--- src/hw/rtl/hdr_bracket_merge_assert.svh ---
// assertion macros shared by the bracket merge rtl
`ifndef HDR_BRACKET_MERGE_ASSERT_SVH
`define HDR_BRACKET_MERGE_ASSERT_SVH

// same-cycle implication, checked on every rising clock edge outside reset
`define HBM_ASSERT_IMPLIES(lbl, ante, cons, msg) \
   lbl: assert property (@(posedge clock) disable iff (reset) (ante) |-> (cons)) \
      else $error(msg);

// next-cycle implication
`define HBM_ASSERT_NEXT(lbl, ante, cons, msg) \
   lbl: assert property (@(posedge clock) disable iff (reset) (ante) |=> (cons)) \
      else $error(msg);

`endif

--- src/hw/rtl/hbm_pkg.sv ---
// shared constants and types of the bracket merge pipeline
package hbm_pkg;

   localparam int BRACKETS      = 4;
   localparam int SAMPLE_FIELDS = 4;
   localparam int LANES         = (BRACKETS < SAMPLE_FIELDS) ? BRACKETS : SAMPLE_FIELDS;

   localparam int SAMPLE_W = 16;
   localparam int GAIN_W   = 24;
   localparam int FRAC_W   = 16;
   localparam int CH_W     = 2;
   localparam int CNT_W    = 3;
   localparam int CSR_IDX_W = 2;

   // triangle weight, worked in units of 1/(65536*200)
   localparam int TRI_SLOPE_W = 25;
   localparam int TRI_D_W     = 26;
   localparam int TRI_MAG_W   = 25;
   localparam int TRI_PEAK_W  = 24;
   localparam logic [TRI_SLOPE_W-1:0]   TRI_SLOPE = 25'd380;
   localparam logic signed [TRI_D_W-1:0] TRI_BIAS = 26'sd7798784;
   localparam logic [TRI_PEAK_W-1:0]    TRI_PEAK  = 24'd13107200;
   localparam logic [TRI_PEAK_W-1:0]    TRI_ROUND = 24'd100;
   localparam int TRI_PRE_SHIFT = 3;

   // divide by 25 through a reciprocal, exact below 2^26/11
   localparam int V_W          = 21;
   localparam int RECIP_W      = 22;
   localparam int RECIP_SHIFT  = 26;
   localparam logic [RECIP_W-1:0] RECIP = 22'd2684355;

   localparam int W_W      = FRAC_W + 1;
   localparam int PROD_W   = SAMPLE_W + GAIN_W;
   localparam int TERM_W   = PROD_W + W_W;
   localparam int WSUM_W   = W_W + $clog2(LANES);
   localparam int NUM_W    = TERM_W + $clog2(LANES) + 1;
   localparam int NH_W     = NUM_W - FRAC_W;
   localparam int Q_W      = GAIN_W;
   localparam int REM_W    = NH_W - Q_W;

   localparam logic [GAIN_W-1:0] UNITY_GAIN = 24'd65536;
   localparam logic [Q_W-1:0]    RESULT_MAX = {Q_W{1'b1}};
   localparam logic [CH_W-1:0]   CH_ALPHA   = 2'd3;
   localparam logic [CNT_W-1:0]  CNT_LANES  = CNT_W'(LANES);

   typedef enum logic [CSR_IDX_W-1:0] {
      CSR_ACTIVE     = 2'd0,
      CSR_GAIN_ONE   = 2'd1,
      CSR_GAIN_TWO   = 2'd2,
      CSR_GAIN_THREE = 2'd3
   } csr_index_type;

   // per-beat control that rides beside the payload
   typedef struct packed {
      logic valid;
      logic alpha;
      logic empty;
      logic sat;
   } ctl_type;

endpackage

--- src/hw/rtl/hbm_lane.sv ---
// one bracket lane: triangle weight, gain product and weighted term over three stages
module hbm_lane (
   input  logic                         clock,
   input  logic                         adv,
   input  logic [hbm_pkg::SAMPLE_W-1:0] sample,
   input  logic [hbm_pkg::GAIN_W-1:0]   gain,
   input  logic                         active,
   output logic [hbm_pkg::TERM_W-1:0]   term,
   output logic [hbm_pkg::W_W-1:0]      weight
);

   logic [hbm_pkg::TRI_SLOPE_W-1:0]          slope_x;
   logic signed [hbm_pkg::TRI_D_W-1:0]       offset;
   logic [hbm_pkg::TRI_MAG_W-1:0]            mag;
   logic [hbm_pkg::TRI_MAG_W:0]              mag2;
   logic [hbm_pkg::TRI_PEAK_W-1:0]           peak_sum;
   logic [hbm_pkg::V_W-1:0]                  v_in, v_ff;
   logic [hbm_pkg::SAMPLE_W-1:0]             x_ff;
   logic [hbm_pkg::V_W+hbm_pkg::RECIP_W-1:0] recip_prod;
   logic [hbm_pkg::W_W-1:0]                  w_in, w2_ff, w3_ff;
   logic [hbm_pkg::PROD_W-1:0]               p_in, p_ff;
   logic [hbm_pkg::TERM_W-1:0]               term_in, term_ff;

   // stage one: exact weight numerator, pre-scaled by 1/8
   always_comb begin
      slope_x  = hbm_pkg::TRI_SLOPE_W'(sample) * hbm_pkg::TRI_SLOPE;
      offset   = hbm_pkg::TRI_BIAS - $signed({1'b0, slope_x});
      mag      = offset[hbm_pkg::TRI_D_W-1] ? hbm_pkg::TRI_MAG_W'(-offset)
                                             : hbm_pkg::TRI_MAG_W'(offset);
      mag2     = {mag, 1'b0};
      peak_sum = '0;
      v_in     = '0;
      if (mag2 < (hbm_pkg::TRI_MAG_W+1)'(hbm_pkg::TRI_PEAK)) begin
         peak_sum = hbm_pkg::TRI_PEAK - hbm_pkg::TRI_PEAK_W'(mag2) + hbm_pkg::TRI_ROUND;
         v_in     = hbm_pkg::V_W'(peak_sum >> hbm_pkg::TRI_PRE_SHIFT);
      end
   end

   always_ff @(posedge clock) begin
      if (adv) begin
         v_ff <= v_in;
         x_ff <= sample;
      end
   end

   // stage two: divide by 25, sample times gain
   always_comb begin
      recip_prod = (hbm_pkg::V_W+hbm_pkg::RECIP_W)'(v_ff) * hbm_pkg::RECIP;
      w_in       = active ? recip_prod[hbm_pkg::RECIP_SHIFT +: hbm_pkg::W_W] : '0;
      p_in       = hbm_pkg::PROD_W'(x_ff) * hbm_pkg::PROD_W'(gain);
   end

   always_ff @(posedge clock) begin
      if (adv) begin
         w2_ff <= w_in;
         p_ff  <= p_in;
      end
   end

   // stage three: weighted term
   assign term_in = hbm_pkg::TERM_W'(p_ff) * hbm_pkg::TERM_W'(w2_ff);

   always_ff @(posedge clock) begin
      if (adv) begin
         term_ff <= term_in;
         w3_ff   <= w2_ff;
      end
   end

   assign term   = term_ff;
   assign weight = w3_ff;

endmodule

--- config.mk ---
export PLATFORM = sky130hd
export DESIGN_NAME = hbm_lane
export DESIGN_NICKNAME = d
export VERILOG_FILES = /design/src/hw/rtl/hdr_bracket_merge_assert.svh /design/src/hw/rtl/hbm_pkg.sv /design/src/hw/rtl/hbm_lane.sv
export SDC_FILE = /design/constraint.sdc
export NUM_CORES = 2
export LEC_CHECK = 0
export ABC_AREA = 0
export BUFFER_PORTS_ARGS = -buffer_cell sky130_fd_sc_hd__buf_2
export CAP_MARGIN = 20
export CORE_ASPECT_RATIO = 1.25
export CORE_MARGIN = 1
export CORE_UTILIZATION = 35
export DETAILED_ROUTE_END_ITERATION = 6
export HOLD_SLACK_MARGIN = 0.15
export PLACE_DENSITY = 0.49
export SYNTH_ARGS = -nofsm -noshare
export SYNTH_HDL_FRONTEND = slang
export SYNTH_SLANG_ARGS = --single-unit
--- constraint.sdc ---
create_clock -name clock -period 15.4 [get_ports clock]
set_input_delay 3.08 -clock clock [delete_from_list [all_inputs] [get_ports clock]]
set_output_delay 3.08 -clock clock [all_outputs]
set_load 0.03 [all_outputs]
==> metrics.yaml <==
status:
  status: "finished, final reports clean"
global_route:
  grt_max_degree: 100
  grt.total_usage: 0.1936
  grt_pass1_wl_um: 211800
  grt_pass1_vias: 37291
  gr-total-overflow: 0
  antenna_found_initial: 2
run:
  cap_violations: 0
yosys:
  ys_seq_area_frac: 0.1025
  syn-num-nets: 6816
  async_flop_share: 0
  synthTopCellsByCount: "inv_1, fa_1, nand2_1"
  ys_ff_latch: 168
  syn_area_per_cell_um2: 9.490
  ys.flop_type: "edfxtp_1"
  synth.distinct_cells: 78
  synth_top_area_frac: 0.4411
  synth_top_area_cell: "fa_1"
  synth_most_common_cell: "inv_1"
  ys_warn_count: 0
  synth_area_um2: 49190
  synth_area_leaders: "fa_1, ha_1, edfxtp_1"
  synth_edf_count: 168
  syn_inst: 5184
cts:
  htree_levels: 4
  cts_root_buf: "clkbuf_16"
  postCtsSetupRepairBufs: 0
  cts_resized: 0
  ctsHoldBuffers: 0
  cts-buffers-inserted: 17
  clk_pin_slew_ps: 90
  clock_sinks: 168
  clockBufferDepth: 2
  clock_latency_ps: 550
  cts_tree: "built"
sta:
  maxSlewHeadroom: 0.2688
  slew_violations: 0
  rsz0062_at_grt: "false"
  hold_viol: 0
  worst_pin_slew_ps: 1097
  finalSetupViolCount: 0
  clock-skew-final_ps: 20.72
  setup_tns_ps: 0
  fmax_ghz: 0.1018
  period_share: 0.6380
  period_minus_slack_ps: 9825
drt:
  m1WireLength_um: 58070
  vias_per_cell: 4.757
  drtIter0Drc: 1490
  drc: 0
  wl_per_cell_um: 18.46
  drtAntennaViolNets: 0
  vias: 33564
  met3_length_um: 4572
  wl_um: 130300
  wl_met2_um: 64870
  top_layer: "met4"
  dr.pass1.iters: 7
floorplan:
  initial_core_util: 0.3530
  core_um2: 139400
  num_rows: 153
  die_h_um: 421.2
  num_io_pins: 117
  die_area_um2: 142100
  chipWidth_um: 337.3
critical_path:
  arrival_ps: 10200
  r2r_setup_slack_ps: 5940
  path_max_fanout: 12
  required_ps: 15770
  cp-start-kind: "input port"
  end_kind: "flip-flop"
  crit_type: "input port to flip-flop"
placement:
  place_area_um2: 51780
  place_inst: 7020
  place_congestion: 0.8399
  numPortBuffers: 116
  dpl.hpwl_um: 103000
cells_and_area:
  final_cells: 7055
  drive_above_1_share: 0.04642
  nets: 6811
  stdcell_area_um2: 52410
  area_growth_pct: 6.531
min_path:
  hold_path.class: "flip-flop to flip-flop"
## routing by layer
| metal | vias up | GRT usage |
|---|---|---|
| li1 | 15535 | - |
| met1 | 17317 | 0.2570 |
| met2 | 589 | 0.3359 |
| met3 | 123 | 0.02015 |
| met4 | 0 | 0.04661 |
| met5 | - | 0 |
## cell type report
cell class              instances  area, µm²
repair buffers                173       1017
clock inverters                15      196.4
multi-input cells            3578      38730
flip-flops and latches        168       5045
clock buffers                  17      425.4
fillers                     14383      86960
diodes                          3      7.507
well taps                    1860       2327
inverters                    1241       4658
## registers in the layout, indices dropped and copies added, names as in the netlist
signal  cells
p_ff       40
term       57
v_ff       21
w2_ff      17
weight     17
x_ff       16
## cells in the final DEF (no fill, tap or decap), types with 4 or more instances in the layout
| cell | n |
|---|---|
| mux2i_1 | 4 |
| nor2b_1 | 15 |
| o22ai_1 | 9 |
| inv_1 | 1241 |
| nor2_1 | 106 |
| edfxtp_1 | 168 |
| o21bai_1 | 10 |
| xnor2_1 | 106 |
| or2_2 | 11 |
| nor4_1 | 4 |
| a21o_1 | 64 |
| nand3_1 | 30 |
| nor3_1 | 28 |
| buf_4 | 57 |
| a41oi_1 | 6 |
| ha_1 | 505 |
| xor2_1 | 58 |
| clkinv_8 | 4 |
| o211ai_1 | 13 |
| o21ai_0 | 59 |
| nand4_1 | 18 |
| or3_1 | 6 |
| fa_1 | 1084 |
| nor3b_1 | 5 |
| inv_8 | 6 |
| nand2b_1 | 16 |
| a211oi_1 | 12 |
| o21a_1 | 18 |
| clkbuf_16 | 17 |
| buf_2 | 115 |
| a31o_2 | 7 |
| o31ai_1 | 9 |
| nand2_1 | 805 |
| o2111ai_1 | 4 |
| and3_1 | 16 |
| and2_1 | 351 |
| a21oi_1 | 122 |
| a31oi_1 | 11 |
## worst max-delay path, stage by stage
cell	delay (ps)
buf_2	180
fa_1	530
fa_1	510
fa_1	490
inv_1	50
fa_1	470
inv_1	40
ha_1	400
o211ai_1	150
or2_0	240
o311ai_0	420
a311oi_2	160
or4_1	560
o2111ai_2	350
a2111oi_2	120
buf_4	210
nor2_1	680
o32a_1	340
xor2_1	130
nor3_4	280
a21oi_1	150
or3b_1	400
a211oi_1	250
## final timing paths
check | startpoint | end | cells after the start
max | sample[6] | v_ff[20]$_SDFFCE_PP0P_ | 23
max reg2reg | w2_ff[2]$_SDFFCE_PN0P_ | term[55]$_DFFE_PP_ | 29
min | w2_ff[1]$_SDFFCE_PN0P_ | weight[1]$_DFFE_PP_ | 1
min reg2reg | w2_ff[1]$_SDFFCE_PN0P_ | weight[1]$_DFFE_PP_ | 1
## stage by stage
stage,hold WS [ps],setup slack [ps],utilization
after floorplan,487.8,5832,-
after detailed placement,909.8,4930,0.3715
final,893.7,5575,0.3761
after global routing,935.3,4895,0.3760
after CTS,912.9,5548,0.3760
after global placement,910.1,5076,0.3715
## kinds of logic (layout without fill, tap and decap cells)
family                   Yosys count  count (layout)  share of synthesized area
AO/OA/AOI/OAI                    384             384                    0.05082
adder cells (fa/ha/maj)         1589            1589                     0.5696
buffers and inverters           1438            1446                     0.1102
AND/OR/NAND/NOR                 1437            1437                     0.1369
multiplexers                       4               4                  0.0008139
other                              0               3                          0
XOR/XNOR                         164             164                    0.02920
flip-flops                       168             168                     0.1025
Power is left out: the tool's default activity adds up to more than one toggle a clock period on the data nets, which glitch-free logic cannot reach.
