$ cat src/hw/rtl/hdr_bracket_merge_assert.svh
// assertion macros shared by the bracket merge rtl
`ifndef HDR_BRACKET_MERGE_ASSERT_SVH
`define HDR_BRACKET_MERGE_ASSERT_SVH

// same-cycle implication, checked on every rising clock edge outside reset
`define HBM_ASSERT_IMPLIES(lbl, ante, cons, msg) \
   lbl: assert property (@(posedge clock) disable iff (reset) (ante) |-> (cons)) \
      else $error(msg);

// next-cycle implication
`define HBM_ASSERT_NEXT(lbl, ante, cons, msg) \
   lbl: assert property (@(posedge clock) disable iff (reset) (ante) |=> (cons)) \
      else $error(msg);

`endif

$ cat src/hw/rtl/hbm_pkg.sv
// shared constants and types of the bracket merge pipeline
package hbm_pkg;

   localparam int BRACKETS      = 4;
   localparam int SAMPLE_FIELDS = 4;
   localparam int LANES         = (BRACKETS < SAMPLE_FIELDS) ? BRACKETS : SAMPLE_FIELDS;

   localparam int SAMPLE_W = 16;
   localparam int GAIN_W   = 24;
   localparam int FRAC_W   = 16;
   localparam int CH_W     = 2;
   localparam int CNT_W    = 3;
   localparam int CSR_IDX_W = 2;

   // triangle weight, worked in units of 1/(65536*200)
   localparam int TRI_SLOPE_W = 25;
   localparam int TRI_D_W     = 26;
   localparam int TRI_MAG_W   = 25;
   localparam int TRI_PEAK_W  = 24;
   localparam logic [TRI_SLOPE_W-1:0]   TRI_SLOPE = 25'd380;
   localparam logic signed [TRI_D_W-1:0] TRI_BIAS = 26'sd7798784;
   localparam logic [TRI_PEAK_W-1:0]    TRI_PEAK  = 24'd13107200;
   localparam logic [TRI_PEAK_W-1:0]    TRI_ROUND = 24'd100;
   localparam int TRI_PRE_SHIFT = 3;

   // divide by 25 through a reciprocal, exact below 2^26/11
   localparam int V_W          = 21;
   localparam int RECIP_W      = 22;
   localparam int RECIP_SHIFT  = 26;
   localparam logic [RECIP_W-1:0] RECIP = 22'd2684355;

   localparam int W_W      = FRAC_W + 1;
   localparam int PROD_W   = SAMPLE_W + GAIN_W;
   localparam int TERM_W   = PROD_W + W_W;
   localparam int WSUM_W   = W_W + $clog2(LANES);
   localparam int NUM_W    = TERM_W + $clog2(LANES) + 1;
   localparam int NH_W     = NUM_W - FRAC_W;
   localparam int Q_W      = GAIN_W;
   localparam int REM_W    = NH_W - Q_W;

   localparam logic [GAIN_W-1:0] UNITY_GAIN = 24'd65536;
   localparam logic [Q_W-1:0]    RESULT_MAX = {Q_W{1'b1}};
   localparam logic [CH_W-1:0]   CH_ALPHA   = 2'd3;
   localparam logic [CNT_W-1:0]  CNT_LANES  = CNT_W'(LANES);

   typedef enum logic [CSR_IDX_W-1:0] {
      CSR_ACTIVE     = 2'd0,
      CSR_GAIN_ONE   = 2'd1,
      CSR_GAIN_TWO   = 2'd2,
      CSR_GAIN_THREE = 2'd3
   } csr_index_type;

   // per-beat control that rides beside the payload
   typedef struct packed {
      logic valid;
      logic alpha;
      logic empty;
      logic sat;
   } ctl_type;

endpackage

$ cat src/hw/rtl/hbm_divider.sv
// pipelined restoring divider, four quotient bits per stage, with overflow detect
`include "hdr_bracket_merge_assert.svh"

module hbm_divider (
   input  logic                        clock,
   input  logic                        reset,
   input  logic                        adv,
   input  hbm_pkg::ctl_type            ctl_i,
   input  logic [hbm_pkg::NH_W-1:0]    dividend,
   input  logic [hbm_pkg::WSUM_W-1:0]  divisor,
   output hbm_pkg::ctl_type            ctl_o,
   output logic [hbm_pkg::Q_W-1:0]     quotient
);

   localparam int STEP_BITS  = 4;
   localparam int DIV_STAGES = hbm_pkg::Q_W / STEP_BITS;

   typedef struct packed {
      logic [hbm_pkg::REM_W-1:0]  rem;
      logic [hbm_pkg::Q_W-1:0]    low;
      logic [hbm_pkg::Q_W-1:0]    quo;
      logic [hbm_pkg::WSUM_W-1:0] dsor;
   } div_type;

   function automatic div_type div_step(div_type s);
      div_type                   r;
      logic [hbm_pkg::REM_W:0]   t;
      r = s;
      for (int i = 0; i < STEP_BITS; i++) begin
         t     = {r.rem, r.low[hbm_pkg::Q_W-1]};
         r.low = {r.low[hbm_pkg::Q_W-2:0], 1'b0};
         if (t >= (hbm_pkg::REM_W+1)'(r.dsor)) begin
            t     = t - (hbm_pkg::REM_W+1)'(r.dsor);
            r.quo = {r.quo[hbm_pkg::Q_W-2:0], 1'b1};
         end else begin
            r.quo = {r.quo[hbm_pkg::Q_W-2:0], 1'b0};
         end
         r.rem = t[hbm_pkg::REM_W-1:0];
      end
      return r;
   endfunction

   hbm_pkg::ctl_type ctl_ff [0:DIV_STAGES];
   div_type          dv_ff  [0:DIV_STAGES];
   hbm_pkg::ctl_type ctl0_in;
   div_type          dv0_in;

   // entry stage: split dividend, flag overflow and empty divisor
   always_comb begin
      dv0_in.rem   = dividend[hbm_pkg::NH_W-1:hbm_pkg::Q_W];
      dv0_in.low   = dividend[hbm_pkg::Q_W-1:0];
      dv0_in.quo   = '0;
      dv0_in.dsor  = divisor;
      ctl0_in      = ctl_i;
      ctl0_in.empty = (divisor == '0);
      ctl0_in.sat   = (dv0_in.rem >= hbm_pkg::REM_W'(divisor));
   end

   always_ff @(posedge clock) begin
      if (reset) begin
         ctl_ff[0] <= '0;
      end else if (adv) begin
         ctl_ff[0] <= ctl0_in;
      end
   end

   always_ff @(posedge clock) begin
      if (adv) begin
         dv_ff[0] <= dv0_in;
      end
   end

   for (genvar k = 1; k <= DIV_STAGES; k++) begin : g_step
      always_ff @(posedge clock) begin
         if (reset) begin
            ctl_ff[k] <= '0;
         end else if (adv) begin
            ctl_ff[k] <= ctl_ff[k-1];
         end
      end

      always_ff @(posedge clock) begin
         if (adv) begin
            dv_ff[k] <= div_step(dv_ff[k-1]);
         end
      end
   end

   assign ctl_o    = ctl_ff[DIV_STAGES];
   assign quotient = dv_ff[DIV_STAGES].quo;

   `HBM_ASSERT_IMPLIES(a_rem_below_dsor,
      ctl_ff[DIV_STAGES].valid && !ctl_ff[DIV_STAGES].sat,
      dv_ff[DIV_STAGES].rem < hbm_pkg::REM_W'(dv_ff[DIV_STAGES].dsor),
      "remainder not below divisor")
   `HBM_ASSERT_IMPLIES(a_empty_is_sat, ctl_ff[0].valid && ctl_ff[0].empty,
      ctl_ff[0].sat, "zero divisor not caught as overflow")
   `HBM_ASSERT_IMPLIES(a_shift_on_adv, $past(adv) && !$past(reset),
      ctl_ff[1] == $past(ctl_ff[0]), "divider control did not shift")

endmodule

$ cat config.mk
export PLATFORM = sky130hd
export DESIGN_NAME = hbm_divider
export DESIGN_NICKNAME = d
export VERILOG_FILES = /design/src/hw/rtl/hbm_pkg.sv /design/src/hw/rtl/hbm_divider.sv
export VERILOG_INCLUDE_DIRS = /design/src /design/src/hw/rtl
export SDC_FILE = /design/constraint.sdc
export NUM_CORES = 2
export LEC_CHECK = 0
export BUFFER_PORTS_ARGS = -buffer_cell sky130_fd_sc_hd__buf_2
export CAP_MARGIN = 5
export CORE_UTILIZATION = 59
export CTS_CLUSTER_DIAMETER = 150
export DETAILED_ROUTE_END_ITERATION = 7
export PLACE_DENSITY = 0.79
export SYNTH_ARGS = -nofsm -noshare
export SYNTH_HDL_FRONTEND = slang
export SYNTH_SLANG_ARGS = --single-unit
$ cat constraint.sdc
create_clock -name clock -period 11.5 [get_ports clock]
set_input_delay 1.15 -clock clock [delete_from_list [all_inputs] [get_ports clock]]
set_output_delay 1.15 -clock clock [all_outputs]
set_load 0.01 [all_outputs]
==> PnR_summary.wiki <==
{| class="wikitable"
! Metric !! Value
|-
| DIE WIDTH || 263 µm
|-
| Maximum buffer depth of the clock tree || 3
|-
| Die Y-Extent || 263 µm
|-
| Setup violations, final || 0
|-
| Final HPWL DP || 84.7 mm
|-
| TritonCTS clock tree || built
|-
| Crit Path Max Fanout || 13
|-
| Hold Violations, Final || 0
|-
| Post-synth EDFFs || 430
|-
| Result of the run || finished, final reports clean
|-
| Worst setup path category || reg -> reg
|-
| Clock Sinks || 430
|-
| Crit share post-route || 94.6%
|-
| Final Cell Area || 44,300 µm²
|-
| GR Overflow Total || 0
|-
| Num rows || 95
|-
| Type of element capturing the critical path || register
|-
| Pin count of the biggest net entering global routing || 176
|-
| Post-Place Setup Slack || 0.176 ns
|-
| Post-cts hold buffer count || 0
|-
| Maximum clock frequency || 0.0919 GHz
|-
| Area inside the core boundary || 67,400 µm²
|-
| Worst flop-to-flop path startpoint || dv_ff[4][1]
|-
| Number of global-route vias before repair || 31,583
|-
| Capturing instance or port of the critical path || dv_ff[5][67]
|-
| Max-slew violation count || 0
|-
| Count of max-cap constraint violations || 0
|-
| Total Nets Final || 5,015
|-
| Synthesized netlist cell count || 4,263
|-
| Die area || 69,300 µm²
|-
| Total global routing track utilization || 30.2%
|-
| Yosys warning total || 0
|-
| # H-tree levels || 2
|-
| Hold/Removal Path Class || reg -> reg
|-
| Post-DR vias/cell || 6.33
|-
| Post-route setup slack || 0.624 ns
|-
| Worst Reg-to-Reg Cells || 45
|-
| Post-synthesis cell type count || 107
|-
| Violation count after the first detailed-routing iteration || 3,081
|-
| Fin Clk Skew || 0.0245 ns
|-
| DR DRC count || 0
|-
| TritonCTS buffer count || 46
|-
| DR WL/cell || 20.1 µm
|-
| Syn Std Cell Area || 40,300 µm²
|-
| Layout cells sized above 1 || 13.2%
|-
| Tightest Pin Transition || 1.17 ns
|-
| Rel. slew slack || 22.2%
|-
| Flop2flop setup slack || 0.62 ns
|-
| Clock latency reported for the late side of the worst-skew pair || 0.60 ns
|-
| Placed Instance Area || 42,300 µm²
|-
| Clock root buffer master || sky130_fd_sc_hd__clkbuf_16
|-
| Multi-input gate area in the final layout || 26,200 µm²
|-
| Arrival time at the worst endpoint || 11.26 ns
|-
| Critical Path Source Type || register
|-
| Number of buffers inserted by port buffering || 95
|-
| Antenna violations before repair || 1
|-
| Count of nets left with antenna violations after detail routing || 0
|-
| Count of vias placed by the detailed router || 33,923
|-
| Sequential cell area in the final layout || 12,900 µm²
|-
| Mapped Nets || 4,831
|-
| Commonest non-fill, non-tap cell in the layout || sky130_fd_sc_hd__ha_1
|-
| Count of TritonRoute iterations in the first routing pass || 6
|-
| Startpoint of the worst setup timing path || dv_ff[4][1]
|-
| Clock transition at path regs || 0.06 ns
|-
| Number of register bits inferred by synthesis || 430
|-
| Total I/O pin count || 98
|-
| Starting utilization of the core area || 59.8%
|-
| Mean Syn Cell Area || 9.45 µm²
|-
| Top flip-flop cell by instance count after synthesis || sky130_fd_sc_hd__edfxtp_1
|-
| Endpoint of the lowest-slack register-to-register path || dv_ff[5][67]
|-
| Placer's final routability congestion estimate || 1.01
|-
| Worst path required time || 11.88 ns
|-
| Final worst path period need || 10.88 ns
|-
| Total routed wirelength || 108 mm
|-
| # diodes || 0
|-
| Area added between synthesis and finish || 9.99%
|-
| Fraction of synthesis flops using an asynchronous set or reset pin || 0%
|-
| Commonest cells after routing, fill and taps aside || sky130_fd_sc_hd__ha_1 (469), sky130_fd_sc_hd__edfxtp_1 (430), sky130_fd_sc_hd__a21oi_1 (380)
|-
| Critical Path Max Stage Delay || 0.54 ns
|-
| Count of filler cells inserted in the layout || 5,359
|-
| Global-route wire length before repair || 168 mm
|-
| Slowest cell on crit path || sky130_fd_sc_hd__edfxtp_1
|-
| Sequential-to-total area share from yosys stat || 32.1%
|}
## area by class of cell
type,instances,share of cell area (%)
clock buffers,54,2.67
clock inverters,31,0.963
inverters,284,2.46
multi-input cells,3475,59.1
flip-flops and latches,430,29.1
well taps,873,2.47
repair buffers,210,3.21
## synthesized netlist by cell type (10+ instances only)
cell type | count | area share [%]
sky130_fd_sc_hd__mux2_4 | 38 | 1.4
sky130_fd_sc_hd__a21boi_0 | 21 | 0.39
sky130_fd_sc_hd__nor4_1 | 17 | 0.26
sky130_fd_sc_hd__a221oi_1 | 10 | 0.22
sky130_fd_sc_hd__and3_1 | 26 | 0.40
sky130_fd_sc_hd__a21oi_1 | 384 | 4.8
sky130_fd_sc_hd__clkbuf_1 | 39 | 0.36
sky130_fd_sc_hd__or2_2 | 23 | 0.36
sky130_fd_sc_hd__mux2_2 | 143 | 4.0
sky130_fd_sc_hd__a31oi_1 | 36 | 0.56
sky130_fd_sc_hd__xnor2_1 | 224 | 4.9
sky130_fd_sc_hd__a211oi_1 | 41 | 0.76
sky130_fd_sc_hd__o221ai_1 | 16 | 0.35
sky130_fd_sc_hd__buf_2 | 19 | 0.24
sky130_fd_sc_hd__and2_1 | 53 | 0.82
sky130_fd_sc_hd__or3_1 | 23 | 0.36
sky130_fd_sc_hd__and4_1 | 15 | 0.33
sky130_fd_sc_hd__o21a_1 | 79 | 1.5
sky130_fd_sc_hd__o31ai_1 | 32 | 0.60
sky130_fd_sc_hd__a211o_1 | 15 | 0.33
sky130_fd_sc_hd__o21bai_1 | 44 | 0.82
sky130_fd_sc_hd__mux2i_1 | 41 | 1.0
sky130_fd_sc_hd__nor2b_1 | 67 | 1.0
sky130_fd_sc_hd__nand3_1 | 89 | 1.1
sky130_fd_sc_hd__o211ai_1 | 24 | 0.45
sky130_fd_sc_hd__edfxtp_1 | 430 | 32
sky130_fd_sc_hd__a31o_2 | 10 | 0.22
sky130_fd_sc_hd__a21o_1 | 137 | 2.6
sky130_fd_sc_hd__o31a_1 | 19 | 0.41
sky130_fd_sc_hd__o21ai_0 | 278 | 3.5
sky130_fd_sc_hd__nand2b_1 | 69 | 1.1
sky130_fd_sc_hd__nor2_1 | 297 | 2.8
sky130_fd_sc_hd__fa_1 | 23 | 1.1
sky130_fd_sc_hd__nor3_1 | 80 | 0.99
sky130_fd_sc_hd__nand4_1 | 66 | 1.0
sky130_fd_sc_hd__nand2_1 | 272 | 2.5
sky130_fd_sc_hd__ha_1 | 475 | 15
sky130_fd_sc_hd__inv_1 | 276 | 2.6
sky130_fd_sc_hd__xor2_1 | 110 | 2.4
## per-stage QoR
| step | hold slack, ns | instances | TNS, ns | util, % |
|---|---|---|---|---|
| 2_1_floorplan | 0.400 | 4263 | 0 | - |
| 3_3_place_gp | 0.401 | 5256 | 0 | 62.8 |
| 3_5_place_dp | 0.405 | 5256 | 0 | 62.8 |
| 4_1_cts | 0.417 | 5341 | 0 | 65.2 |
| 5_1_grt | 0.422 | 5357 | -0.114 | 65.7 |
| 6_report | 0.412 | 5357 | 0 | 65.7 |
## sequential cells by signal (all words and copies together), names as in the netlist
| name | cells |
|---|---|
| ctl_ff | 28 |
| dv_ff | 402 |
## logic make-up (layout without fill, tap and decap cells)
| family | after synthesis | after routing | synth area share [%] |
|---|---|---|---|
| AOI/OAI and AO/OA | 1275 | 1275 | 20.5 |
| and+or+nand+nor | 1133 | 1133 | 13.8 |
| adders and majority gates | 499 | 499 | 15.9 |
| DFF | 430 | 430 | 32.1 |
| buffers and inverters | 358 | 579 | 3.54 |
| xor gates and xnor gates | 334 | 334 | 7.26 |
| muxes | 234 | 234 | 6.85 |
## critical path, delay by kind of cell, from the launching register on
family	cells	cell delay [ns]
AOI/OAI and AO/OA	22	4.47
xor gates and xnor gates	1	0.19
adders and majority gates	4	1.40
buffers and inverters	5	0.95
DFF	1	0.54
muxes	1	0.33
and+or+nand+nor	12	2.77
## routing by layer
layer / routed length [µm] / share of wire, % / track usage [%]
met1: 46700 / 43 / 41.2
met2: 49100 / 46 / 49.3
met3: 7460 / 6.9 / 3.19
met4: 4340 / 4.0 / 11.8
met5: 0 / 0 / 0
## timing repair
action,4_1_cts,5_1_grt
endpoints found under the setup margin,0,106
buffers inserted,0,16
resized for setup,0,84
## how the worst min path moves through the flow
stage / startpoint / endpoint / slack [ns] / cells after the start
3_5_place_dp: dv_ff[2][62] / dv_ff[3][66] / 0.40 / 0
4_1_cts: dv_ff[0][58] / dv_ff[1][62] / 0.42 / 0
3_3_place_gp: dv_ff[4][60] / dv_ff[5][64] / 0.40 / 0
5_1_grt: dv_ff[3][56] / dv_ff[4][60] / 0.42 / 0
2_1_floorplan: dv_ff[0][43] / dv_ff[1][47] / 0.40 / 0
6_report: dv_ff[0][58] / dv_ff[1][62] / 0.41 / 0
Power is left out: the tool's default activity adds up to more than one toggle a clock period on the data nets, which glitch-free logic cannot reach.
